File: config.mk
export PLATFORM = sky130hd
export DESIGN_NAME = mac_div
export DESIGN_NICKNAME = d
export VERILOG_FILES = /design/src/hdl/mac_pkg.sv /design/src/hdl/mac_div.sv
export SDC_FILE = /design/constraint.sdc
export NUM_CORES = 1
export LEC_CHECK = 0
export ABC_AREA = 0
export BUFFER_PORTS_ARGS = -buffer_cell sky130_fd_sc_hd__buf_2
export CAP_MARGIN = 20
export CORE_MARGIN = 2
export CORE_UTILIZATION = 61
export DETAILED_ROUTE_END_ITERATION = 16
export PLACE_DENSITY = 0.84
export SLEW_MARGIN = 20
export SYNTH_ARGS = -nofsm -noshare
export SYNTH_HDL_FRONTEND = slang
export SYNTH_SLANG_ARGS = --single-unit
File: constraint.sdc
create_clock -name clk_i -period 5.48 [get_ports clk_i]
set_clock_uncertainty 0.05 [all_clocks]
set_input_delay 0.822 -clock clk_i [delete_from_list [all_inputs] [get_ports clk_i]]
set_output_delay 0.822 -clock clk_i [all_outputs]
set_load 0.02 [all_outputs]
File: src/hdl/mac_pkg.sv
// Shared types and constants for the mask alpha composite unit.
`default_nettype none
package mac_pkg;

  // Sequencer states
  typedef enum logic [2:0] {
    ST_IDLE,
    ST_LOAD,
    ST_PREP,
    ST_DIV,
    ST_ADDR,
    ST_READ,
    ST_SCALE,
    ST_OUT
  } state_e;

  // Configuration register indexes
  typedef enum logic [1:0] {
    CFG_BASE_WIDTH,
    CFG_BASE_HEIGHT,
    CFG_MASK_WIDTH,
    CFG_MASK_HEIGHT
  } cfg_idx_e;

  // Request codes
  localparam logic REQ_LOAD = 1'b0;
  localparam logic REQ_BASE = 1'b1;

  // Field widths
  localparam int CH_W       = 8;
  localparam int DIM_W      = 11;
  localparam int MDIM_W     = 7;
  localparam int CFG_IDX_W  = 2;
  localparam int CFG_DATA_W = 11;
  localparam int ENTRY_W    = 16;

  // Mask index and mask size widths (7x7 product, size compare up to 65536)
  localparam int IDX_W  = 2 * MDIM_W;
  localparam int SIZE_W = 17;

  // Coordinate divider: (coord * mask_dim) / base_dim
  localparam int DVD_W      = DIM_W + MDIM_W;
  localparam int DVS_W      = DIM_W;
  localparam int QUO_W      = MDIM_W;
  localparam int DIV_CNT_W  = 5;

  // Arithmetic constants
  localparam logic [CH_W-1:0] CH_MAX     = 8'd255;
  localparam logic [15:0]     ROUND_HALF = 16'd127;
  localparam logic [9:0]      LUMA_RECIP = 10'd683;  // ~2^11 / 3
  localparam int              LUMA_SHIFT = 11;
  localparam int              DIV255_SH  = 8;

endpackage
`default_nettype wire

File: src/hdl/mac_div.sv
// Restoring divider, one quotient bit per cycle, for mask coordinate scaling.
`default_nettype none
module mac_div (
  input  wire                        clk_i,
  input  wire                        rst_ni,
  input  wire                        start_i,
  input  wire [mac_pkg::DVD_W-1:0]   dividend_i,
  input  wire [mac_pkg::DVS_W-1:0]   divisor_i,
  output logic                       busy_o,
  output logic [mac_pkg::QUO_W-1:0]  quot_o
);

  localparam int DvdW = mac_pkg::DVD_W;
  localparam int DvsW = mac_pkg::DVS_W;
  localparam int CntW = mac_pkg::DIV_CNT_W;

  logic            busy_q, busy_d;
  logic [CntW-1:0] cnt_q, cnt_d;
  logic [DvsW-1:0] rem_q, rem_d;
  logic [DvdW-1:0] dq_q, dq_d;
  logic [DvsW-1:0] dvs_q, dvs_d;
  logic [DvsW:0]   rem_sh;
  logic [DvsW:0]   rem_sub;
  logic            fits;

  // One restoring step: shift in next dividend bit, subtract if it fits
  always_comb begin
    rem_sh  = {rem_q, dq_q[DvdW-1]};
    fits    = rem_sh >= {1'b0, dvs_q};
    rem_sub = rem_sh - {1'b0, dvs_q};
    busy_d  = busy_q;
    cnt_d   = cnt_q;
    rem_d   = rem_q;
    dq_d    = dq_q;
    dvs_d   = dvs_q;
    if (start_i) begin
      busy_d = 1'b1;
      cnt_d  = CntW'(DvdW);
      rem_d  = '0;
      dq_d   = dividend_i;
      dvs_d  = divisor_i;
    end else if (busy_q) begin
      rem_d = fits ? rem_sub[DvsW-1:0] : rem_sh[DvsW-1:0];
      dq_d  = {dq_q[DvdW-2:0], fits};
      cnt_d = cnt_q - CntW'(1);
      if (cnt_q == CntW'(1)) begin
        busy_d = 1'b0;
      end
    end
  end

  // Control state
  always_ff @(posedge clk_i or negedge rst_ni) begin
    if (!rst_ni) begin
      busy_q <= 1'b0;
      cnt_q  <= '0;
    end else begin
      busy_q <= busy_d;
      cnt_q  <= cnt_d;
    end
  end

  // Datapath
  always_ff @(posedge clk_i) begin
    rem_q <= rem_d;
    dq_q  <= dq_d;
    dvs_q <= dvs_d;
  end

  assign busy_o = busy_q;
  assign quot_o = dq_q[mac_pkg::QUO_W-1:0];

endmodule
`default_nettype wire

### Yosys cells after proc, flatten, opt, wreduce, memory -nomap -nowiden

Cells that the tools add are included.

| storage, ports and cells | value |
|---|---|
| bits of input ports | 32 |
| flip-flop bits (word level) | 46 |
| logic and storage cells | 18 |
| output and inout bits | 8 |

| cells by class | value |
|---|---|
| $add $sub $neg | 2 |
| equal/unequal tests | 1 |
| order comparisons | 1 |
| mux-type cells | 8 |
| reduce and logical (&&, ||, !) cells | 1 |

Operators with widths:

| kind | number |
|---|---|
| 2-to-1 mux 18 bit | 2 |
| >= comparator 12 x 11 -> 1 bit | 1 |
| 2-to-1 mux 11 bit | 1 |
| subtractor 11 bit | 1 |
| 2-to-1 mux 5 bit | 2 |
| equality test 5 x 1 -> 1 bit, second input constant | 1 |
| subtractor 5 x 1 -> 5 bit, second input constant | 1 |
| 2-to-1 mux 1 bit | 3 |
| nonzero test 2 bit | 1 |

### Depth between registers and ports, before layout

Gate-level depths: netlist of run 1.

| logic depth | value |
|---|---|
| word-level depth | 4 |
| gate-level depth with buffers | 11 |
| depth with buffers taken out | 9 |

### Worst setup path before layout of run 1

Ideal clock, no wire load.

| timing path | value |
|---|---|
| kind | register to register |
| start | register dq_q[17] |
| end | register dq_q[0] (data pin) |
| arrival | 1,960 ps |
| period minus slack after synthesis | 2,270 ps |
| required time | 5,170 ps |
| cell stages (with the launch flop) | 11 |
| buffers on the path | 2 |
| library setup time | 260 ps |
| path slack | 3,210 ps |
| cell sequence | edfxtp_1 inv_1 ha_1 fa_1 nor2b_4 o31ai_4 a31oi_4 a21o_1 buf_6 buf_8 mux2_2 |

| between the ends | value |
|---|---|
| word-level cells in the longest chain between the ends | 3 |

RTL lines:

| element | line | source |
|---|---|---|
| start: declaration | mac_div.sv:20 | `logic [DvdW-1:0] dq_q, dq_d;` |
| start signal: assignment | mac_div.sv:66 | `dq_q <= dq_d;` |
| >= comparator 12 x 11 -> 1 bit | mac_div.sv:29 | `fits = rem_sh >= {1'b0, dvs_q};` |
| 2-to-1 mux 18 bit | mac_div.sv:42 | `end else if (busy_q) begin` |
| 2-to-1 mux 18 bit | mac_div.sv:36 | `if (start_i) begin` |
| via dq_d[0] | mac_div.sv:20 |  |

The timed path passes the listed nets, and every way through them passes these cells. The select of a mux whose other input is x is not followed.
A chain may end at the register's enable or synchronous reset.

### Worst setup path in the final report of run 1

| timing path | value |
|---|---|
| start | register dq_q[17] |
| end | register rem_q[3] |

| between the ends | value |
|---|---|
| word-level cells in the longest chain between the ends | 2 |
| elaborated cells on any way between the ends | 3 |
| those cells by class | add/sub: 1; order compare: 1; mux: 1 |

RTL lines:

| element | line | source |
|---|---|---|
| subtractor 11 bit or >= comparator 12 x 11 -> 1 bit (tied branches) | mac_div.sv:30, mac_div.sv:29 |  |
| 2-to-1 mux 11 bit * | mac_div.sv:43 | `rem_d = fits ? rem_sub[DvsW-1:0] : rem_sh[DvsW-1:0];` |
| end signal: assignment | mac_div.sv:65 | `rem_q <= rem_d;` |
| end: declaration | mac_div.sv:19 | `logic [DvsW-1:0] rem_q, rem_d;` |

Every way passes the cells marked *; elsewhere a longest branch is shown, timed or not.

==> results.yml, run 1 <==
synthesis:
  syn_area_mm2: 0.002560
  yosysMostFrequentCell: "edfxtp_1"
  synth_async_sr_flop_share_pct: 13.04
  synth_top_area_share_pct: 34.02
  ys_warn_count: 0
  avgSynthCellArea_um2: 11.33
  synthesis.nets: 272
  ys_seq_area_share_pct: 48.48
  synthTopCellsByCount: "edfxtp_1, inv_1, nor2_1, mux2_2, nand2_1"
  synth-edff-count: 29
  synth_cells: 226
  synth_flop_cell: "edfxtp_1"
  synth-seq-cells: 46
  synthTopCellsByArea: "edfxtp_1, dfxtp_1, mux2_2"
  yosysTopAreaCell: "edfxtp_1"
  synth_cell_types: 52
sta:
  worst_slack_ns: 2.844
  max_slew_margin_pct: 49.72
  worstMarginPinSlew_ns: 0.7542
  setup_tns_ns: 0
  min_period_ns: 2.636
  hold_violations: 0
  drv_slew: 0
  max_freq_ghz: 0.3794
  grt_setup_unrepaired: "no"
  setup_viol: 0
  finalCritPeriodShare_pct: 48.09
critical_path:
  crit_slowest_cell: "a21o_1"
  required_ns: 5.58
  critPathMaxFanout: 14
  crit_buf_inv: 1
  cp-end-kind: "flip-flop"
  crit_family: "compound AO/OA/AOI/OAI gates"
  path_cells: "inv_1 > ha_1 > fa_1 > nor2b_4 > o31ai_4 > a31oi_4 > a21o_1 > mux2i_1 > a211oi_1"
  crit_type: "flip-flop to flip-flop"
  rr_startpoint: "dq_q[17]"
  setup.worst_path.start_class: "flip-flop"
  arrival_ns: 2.74
  cp-startpoint: "dq_q[17]"
  slowest_delay_ns: 0.54
clock_network:
  cts_buffer_depth: 2
  postCtsSetupRepairBufs: 0
  hold_buffers: 0
  root_buffer: "clkbuf_8"
  cts_resized: 0
  cts_tree: "done"
  clk_pin_slew_ns: 0.09
  h-tree-depth: 2
  cts_buffers: 5
  clock_sinks: 46
  clock_latency_ns: 0.30
grt:
  track_usage_pct: 20.87
  overflow: 0
  grt_pass1_wl_um: 7196
  grt_use_met3_pct: 4.058
  busiest_layer: "met2"
  grt_pass1_vias: 1601
  grt_max_degree: 44
  grt_antenna_before_repair: 0
  use_met2_pct: 32.81
  gr-usage-met1_pct: 28.54
die:
  core_mm2: 0.004029
  ios: 40
  die_area_mm2: 0.004731
  fp.dieW_um: 68.78
  die_h_um: 68.78
  row_count: 23
  start_util_pct: 63.54
worst_hold_path:
  hp-class: "primary input to asynchronous set/reset pin"
place:
  routabilityCongestion: 0.8331
  dp_slack_ns: 2.864
  hpwl_um: 3153
  place.port_buffers: 39
  dp.cells: 300
run:
  max-cap-violations: 0
route:
  firstDrtPassIters: 4
  ant_nets: 0
  wl_um: 4382
  viasPerCell: 5.688
  drcViolationCount: 0
  wl_per_cell_um: 14.23
  num_vias: 1752
  drt_iter0_drc: 147
finish:
  nNetsFinal: 303
  layout-drive-gt1-share_pct: 30.23
  area_growth_pct: 9.580
  num_antenna_cells: 0
  instances_no_fill: 308
pwr:
  power_leakage_nw: 1.205
  power.density_mw_per_mm2: 432.8
  finalPower_mw: 1.214
  ir_drop_mv: 0.2048
outcome:
  outcome: "completed"
## cell type report
class                   instances  area (µm²)
inverters                      19       71.32
clock inverters                 2       13.76
well taps                      50       62.56
fillers                       318        1224
repair buffers                 40       202.7
flip-flops and latches         46        1241
multi-input cells             145        1141
clock buffers                   6       72.57
## final timing paths
check,endpoint,slack (ns),cells after the start
min reg2reg,rem_q[8],0.47,2
max in group asynchronous,cnt_q[1],4.96,1
max reg2reg,rem_q[3],2.84,9
max,rem_q[3],2.84,9
min,cnt_q[0],0.28,1
min in group clk_i,rem_q[8],0.47,2
## cells in the final DEF, fill, tap and decap left out, drive strengths merged, types with 2 or more instances in the layout
cell type  synthesis  routed
nor4b              2       2
nor2              19      19
a311oi             2       2
o21a               3       3
xor2               3       3
o21ai              9       9
ha                13      13
o31ai              3       3
dfxtp             11      11
a31oi              2       2
o311ai             2       2
xnor2              6       6
nor4               3       3
a21oi             11      11
nor3               4       4
a211oi             6       6
dfrtp              6       6
inv               19      19
clkinv             0       2
nand2             16      16
edfxtp            29      29
clkbuf             2       6
mux2i              5       5
nor2b              2       2
nand3              4       4
buf               14      40
mux2              18      18
## logic make-up (layout without fill, tap and decap cells)
logic type / Yosys count / in the layout / synth area share [%]
simple gates: 56 / 56 / 10.85
flops: 46 / 46 / 48.48
compound gates: 43 / 43 / 13.64
buf+inv: 35 / 67 / 6.940
mux: 23 / 23 / 9.873
fa+ha+maj: 14 / 14 / 7.136
xor+xnor: 9 / 9 / 3.079
## registers in the layout, summed over array words and instances (netlist names)
name and count:
dq_q 18, dvs_q 11, rem_q 11, cnt_q 5, busy_o 1
## metal layers
metal  vias to the layer above  routed length (µm)
li1                        876                   -
met1                       840                1980
met2                        31                2147
met3                         5                 183
met4                         0                  70
met5                         -                   0
## worst reg2reg max path, cell delays in order (launching register included)
cell and delay [ns]:
edfxtp_1 0.35, inv_1 0.05, ha_1 0.21, fa_1 0.44
nor2b_4 0.16, o31ai_4 0.08, a31oi_4 0.23, a21o_1 0.54
mux2i_1 0.27, a211oi_1 0.09
## power breakdown
group	internal, mW	switching (mW)
combinational	0.234	0.293
clock	0.0901	0.113
sequential	0.439	0.0447
total	0.764	0.450
## per-stage QoR
stage / cell area, µm² / hold slack [ns] / util [%]
global route: 2805 / 0.2809 / 69.63
CTS: 2805 / 0.2715 / 69.63
detailed placement: 2719 / 0.4594 / 67.48
floorplan: 2560 / 0.4285 / -
global placement: 2719 / 0.4566 / 67.48
finish: 2805 / 0.2777 / 69.63
No activity file was read; power rests on OpenSTA's default activity.
==> inputs of run 2 (changes only) <==
--- a/config.mk
+++ b/config.mk
@@ -9,9 +9,9 @@
 export BUFFER_PORTS_ARGS = -buffer_cell sky130_fd_sc_hd__buf_2
 export CAP_MARGIN = 20
 export CORE_MARGIN = 2
-export CORE_UTILIZATION = 61
+export CORE_UTILIZATION = 51
 export DETAILED_ROUTE_END_ITERATION = 16
-export PLACE_DENSITY = 0.84
+export PLACE_DENSITY = 0.75
 export SLEW_MARGIN = 20
 export SYNTH_ARGS = -nofsm -noshare
 export SYNTH_HDL_FRONTEND = slang
==> constraint.sdc (replaced) <==
create_clock -name clk_i -period 2.3 [get_ports clk_i]
set_clock_uncertainty 0.05 [all_clocks]
set_input_delay 0.345 -clock clk_i [delete_from_list [all_inputs] [get_ports clk_i]]
set_output_delay 0.345 -clock clk_i [all_outputs]
set_load 0.02 [all_outputs]
==> results.yml, run 2 (synthesis gave the netlist of run 1 again) <==
run:
  max-cap-violations: 0
critical_path:
  ff2ff_path_depth: 10
  endpoint: "rem_q[10]"
  rr_startpoint: "dq_q[17]"
  arrival_ns: 2.44
  cp-startpoint: "dq_q[17]"
  critPathMaxFanout: 3
  required_ns: 2.47
  setup.worst_path.start_class: "flip-flop"
  ff2ff_setup_slack_ns: 0.03
  crit_type: "flip-flop to flip-flop"
  r2r-end: "rem_q[10]"
  cp-end-kind: "flip-flop"
clock_network:
  h-tree-depth: 2
  cts_tree: "done"
  clock_sinks: 46
  clock_latency_ns: 0.30
  root_buffer: "clkbuf_8"
  cts_buffer_depth: 2
  cts_buffers: 5
  clk_pin_slew_ns: 0.08
route:
  ant_nets: 0
  firstDrtPassIters: 4
  num_vias: 1807
  drcViolationCount: 0
  drt_iter0_drc: 93
  wl_um: 4876
  wl_per_cell_um: 14.17
  viasPerCell: 5.253
die:
  ios: 40
  die_h_um: 74.85
  die_area_mm2: 0.005603
  core_mm2: 0.004786
  row_count: 25
  fp.dieW_um: 74.85
  start_util_pct: 53.49
grt:
  grt_pass1_vias: 1808
  grt_max_degree: 20
  grt_antenna_before_repair: 0
  overflow: 0
  track_usage_pct: 18.82
  grt_pass1_wl_um: 7948
finish:
  largestRegisters: "dq_q: 18 flops, dvs_q: 11 flops, rem_q: 11 flops"
  num_antenna_cells: 0
  nNetsFinal: 322
  n_fill_cell: 397
  instances_no_fill: 344
  largest-register: "dq_q"
  design_area_mm2: 0.002997
  largest_register_ffs: 18
  area_growth_pct: 17.06
  final_util_pct: 62.61
  layout_commonest_cell: "buf_2"
  layout_common_cells: "buf_2, edfxtp_1, inv_1, nor2_1, mux2_2"
  layout-drive-gt1-share_pct: 36.82
worst_hold_path:
  hp-class: "primary input to flip-flop"
  hp-start: "divisor_i[0]"
pwr:
  finalPower_mw: 3.135
  ir_drop_mv: 0.5396
  power.density_mw_per_mm2: 1046
  power_leakage_nw: 1.300
sta:
  drv_slew: 0
  finalCritPeriodShare_pct: 98.70
  setup_viol: 0
  hold_violations: 0
  worstMarginPinSlew_ns: 0.4362
  hold_slack_ns: 0.1608
  max_freq_ghz: 0.4405
  max_slew_margin_pct: 70.55
  grt_setup_unrepaired: "yes"
  min_period_ns: 2.270
place:
  place.port_buffers: 39
  hpwl_um: 3394
  dp.cells: 330
  dpl_cell_area_mm2: 0.002838
  routabilityCongestion: 0.8205
outcome:
  outcome: "completed"
[run 2: cell count changes in the layout (fill, tap and decap cells not counted), sizes merged]
cell,delta
buf,+18
dlygate4sd3,+1
[run 2: final cells by class]
cell class,count,area (µm²),area share (%)
clock inverter,2,13.76,0.4593
inverter,19,71.32,2.380
tap,67,83.83,2.797
multi-input combinational,145,1165,38.87
sequential,46,1241,41.42
timing repair buffer,59,349.1,11.65
clock buffer,6,72.57,2.422
[run 2: per-layer routing]
| metal | up-vias | global-route usage, % | wire, µm |
|---|---|---|---|
| li1 | 904 | - | - |
| met1 | 851 | 23.47 | 2210 |
| met2 | 41 | 31.97 | 2369 |
| met3 | 11 | 4.284 | 175 |
| met4 | 0 | 6.944 | 120 |
| met5 | - | 0 | 0 |
[run 2: repair_timing]
action	in CTS	in global routing
setup buffers	0	4
pin swaps	0	9
gates resized for setup	1	6
hold endpoints to repair	6	0
gates cloned	0	1
endpoints found under the setup margin	1	12
hold buffers	1	0
[run 2: power breakdown]
| part | leakage, nW | switching, mW | internal [mW] | total, mW |
|---|---|---|---|---|
| combinational | 0.797 | 0.770 | 0.723 | 1.49 |
| clock | 0.0452 | 0.271 | 0.214 | 0.485 |
| sequential | 0.458 | 0.110 | 1.05 | 1.16 |
| total | 1.30 | 1.15 | 1.98 | 3.14 |
[run 2: critical path, cell delays in order, from the launching register on]
cell and delay [ns]:
edfxtp_1 0.35, inv_1 0.05, ha_2 0.19, fa_2 0.39
nor2b_4 0.15, o31ai_4 0.09, a31oi_4 0.21, buf_4 0.15
mux2i_2 0.24, o21ai_2 0.09, a311oi_2 0.22
[run 2: how the worst min path moves through the flow]
stage | depth (start not counted) | to
5_1_grt | 1 | dvs_q[2]
4_1_cts | 1 | dvs_q[1]
3_5_place_dp | 1 | cnt_q[0]
2_1_floorplan | 0 | busy_o
6_report | 1 | dvs_q[0]
3_3_place_gp | 1 | cnt_q[0]
[run 2: stage by stage]
step | TNS, ns | worst slack, ns
2_1_floorplan | 0 | 0.03035
5_1_grt | -0.1771 | -0.06304
6_report | 0 | 0.02994
3_3_place_gp | 0 | 0.06475
3_5_place_dp | 0 | 0.006450
4_1_cts | 0 | 0.03094
==> inputs of run 3 (changes only) <==
--- a/config.mk
+++ b/config.mk
@@ -9,10 +9,9 @@
 export BUFFER_PORTS_ARGS = -buffer_cell sky130_fd_sc_hd__buf_2
 export CAP_MARGIN = 20
 export CORE_MARGIN = 2
-export CORE_UTILIZATION = 51
+export CORE_UTILIZATION = 56
 export DETAILED_ROUTE_END_ITERATION = 16
-export PLACE_DENSITY = 0.75
-export SLEW_MARGIN = 20
+export PLACE_DENSITY = 0.78
 export SYNTH_ARGS = -nofsm -noshare
 export SYNTH_HDL_FRONTEND = slang
 export SYNTH_SLANG_ARGS = --single-unit
==> constraint.sdc (replaced) <==
create_clock -name clk_i -period 2.5 [get_ports clk_i]
set_clock_uncertainty 0.05 [all_clocks]
set_input_delay 0.375 -clock clk_i [delete_from_list [all_inputs] [get_ports clk_i]]
set_output_delay 0.375 -clock clk_i [all_outputs]
set_load 0.02 [all_outputs]
==> results.yml, run 3 (synthesis gave the netlist of run 1 again) <==
place:
  routabilityCongestion: 0.8226
  place.port_buffers: 39
  dp_slack_ns: 0.1711
  hpwl_um: 3214
critical_path:
  crit_type: "flip-flop to flip-flop"
  cp-end-kind: "flip-flop"
  setup.worst_path.start_class: "flip-flop"
  path_cells: "inv_1 > ha_1 > fa_2 > nor2b_4 > o31ai_4 > a31oi_4 > a21o_1 > buf_4 > mux2i_1 > a211oi_1"
  arrival_ns: 2.49
  cp-startpoint: "dq_q[17]"
  crit_slowest_cell: "fa_2"
  required_ns: 2.63
  critPathMaxFanout: 10
  rr_startpoint: "dq_q[17]"
  slowest_delay_ns: 0.38
sta:
  max_slew_margin_pct: 50.54
  setup_viol: 0
  finalCritPeriodShare_pct: 94.18
  max_freq_ghz: 0.4247
  worstMarginPinSlew_ns: 0.7402
  grt_setup_unrepaired: "no"
  setup_tns_ns: 0
  hold_violations: 0
  min_period_ns: 2.354
  worst_slack_ns: 0.1455
  drv_slew: 0
pwr:
  power.density_mw_per_mm2: 963.8
  power_leakage_nw: 1.222
  ir_drop_mv: 0.4952
route:
  firstDrtPassIters: 4
  wl_per_cell_um: 15.07
  wl_um: 4732
  num_vias: 1774
  drt_iter0_drc: 155
  drcViolationCount: 0
  ant_nets: 0
  viasPerCell: 5.650
grt:
  grt_pass1_wl_um: 7859
  overflow: 0
  grt_antenna_before_repair: 0
  grt_pass1_vias: 1657
  track_usage_pct: 20.00
  grt_max_degree: 43
clock_network:
  clock_latency_ns: 0.31
  h-tree-depth: 2
  clk_pin_slew_ns: 0.09
  clock_sinks: 46
  cts_buffers: 5
  cts_buffer_depth: 2
  root_buffer: "clkbuf_8"
  cts_tree: "done"
finish:
  largestRegisters: "dq_q: 18 flops, dvs_q: 11 flops, rem_q: 11 flops"
  area_growth_pct: 11.19
  largest-register: "dq_q"
  layout_commonest_cell: "buf_2"
  nNetsFinal: 307
  num_antenna_cells: 0
  layout-drive-gt1-share_pct: 31.68
  largest_register_ffs: 18
  n_fill_cell: 337
  layout_common_cells: "buf_2, edfxtp_1, inv_1, nor2_1, mux2_2"
die:
  core_mm2: 0.004384
  ios: 40
  row_count: 24
  die_h_um: 71.61
  start_util_pct: 58.39
  fp.dieW_um: 71.61
  die_area_mm2: 0.005128
worst_hold_path:
  hp-class: "primary input to flip-flop"
  hp-start: "divisor_i[9]"
outcome:
  outcome: "completed"
run:
  max-cap-violations: 0
-- run 3: worst paths after layout --
path | to | slack [ns] | cells past startpoint
worst max-delay path | rem_q[2] | 0.15 | 10
worst min-delay path | dvs_q[9] | 0.19 | 1
worst max register to register | rem_q[2] | 0.15 | 10
worst min register to register | rem_q[7] | 0.47 | 2
max in group asynchronous | cnt_q[0] | 1.90 | 2
min in group asynchronous | cnt_q[2] | 0.36 | 2
-- run 3: what timing repair did --
| item | 4_1_cts | 5_1_grt |
|---|---|---|
| gates resized for setup | 0 | 1 |
| hold buffers | 1 | 0 |
| endpoints found under the setup margin | 0 | 1 |
| buffers inserted | 0 | 0 |
| endpoints found under the hold margin | 6 | 0 |
-- run 3: critical path, delay by kind of cell, from the launching register on --
family | cells | cell delay [ns]
AO/OA/AOI/OAI | 4 | 0.58
multiplexers | 1 | 0.23
adder cells (fa/ha/maj) | 2 | 0.61
flip-flops | 1 | 0.36
AND/OR/NAND/NOR | 1 | 0.15
buffers and inverters | 2 | 0.24
-- run 3: layer usage --
layer | up-vias | track usage, % | part of all wire [%]
li1 | 881 | - | -
met3 | 8 | 4.641 | 4.9
met5 | - | 0 | 0
met2 | 37 | 31.28 | 47
met1 | 848 | 27.84 | 47
met4 | 0 | 6.289 | 1.4
-- run 3: layout make-up --
cell class | instances | area [µm²] | share of cell area [%]
sequential | 46 | 1241 | 43.60
multi-input combinational | 145 | 1144 | 40.18
timing repair buffer | 44 | 235.2 | 8.264
inverter | 19 | 71.32 | 2.505
clock buffer | 5 | 68.82 | 2.418
tap | 52 | 65.06 | 2.286
clock inverter | 3 | 21.27 | 0.7473
-- run 3: metrics by stage --
step                total power, mW  util, %  instances  hold slack (ns)  instance area [µm²]
floorplan                     2.082        -        226          0.02941                 2560
global placement              2.238    62.59        305           0.1540                 2744
detailed placement            2.256    62.59        305           0.1576                 2744
CTS                           2.737    64.87        314           0.1800                 2844
global route                  2.918    64.93        314           0.1715                 2846
finish                        2.744    64.93        314           0.1864                 2846
-- run 3: power breakdown --
part,switching (mW),internal (mW),total [mW]
combinational,0.657,0.552,1.21
clock,0.271,0.197,0.468
sequential,0.104,0.963,1.07
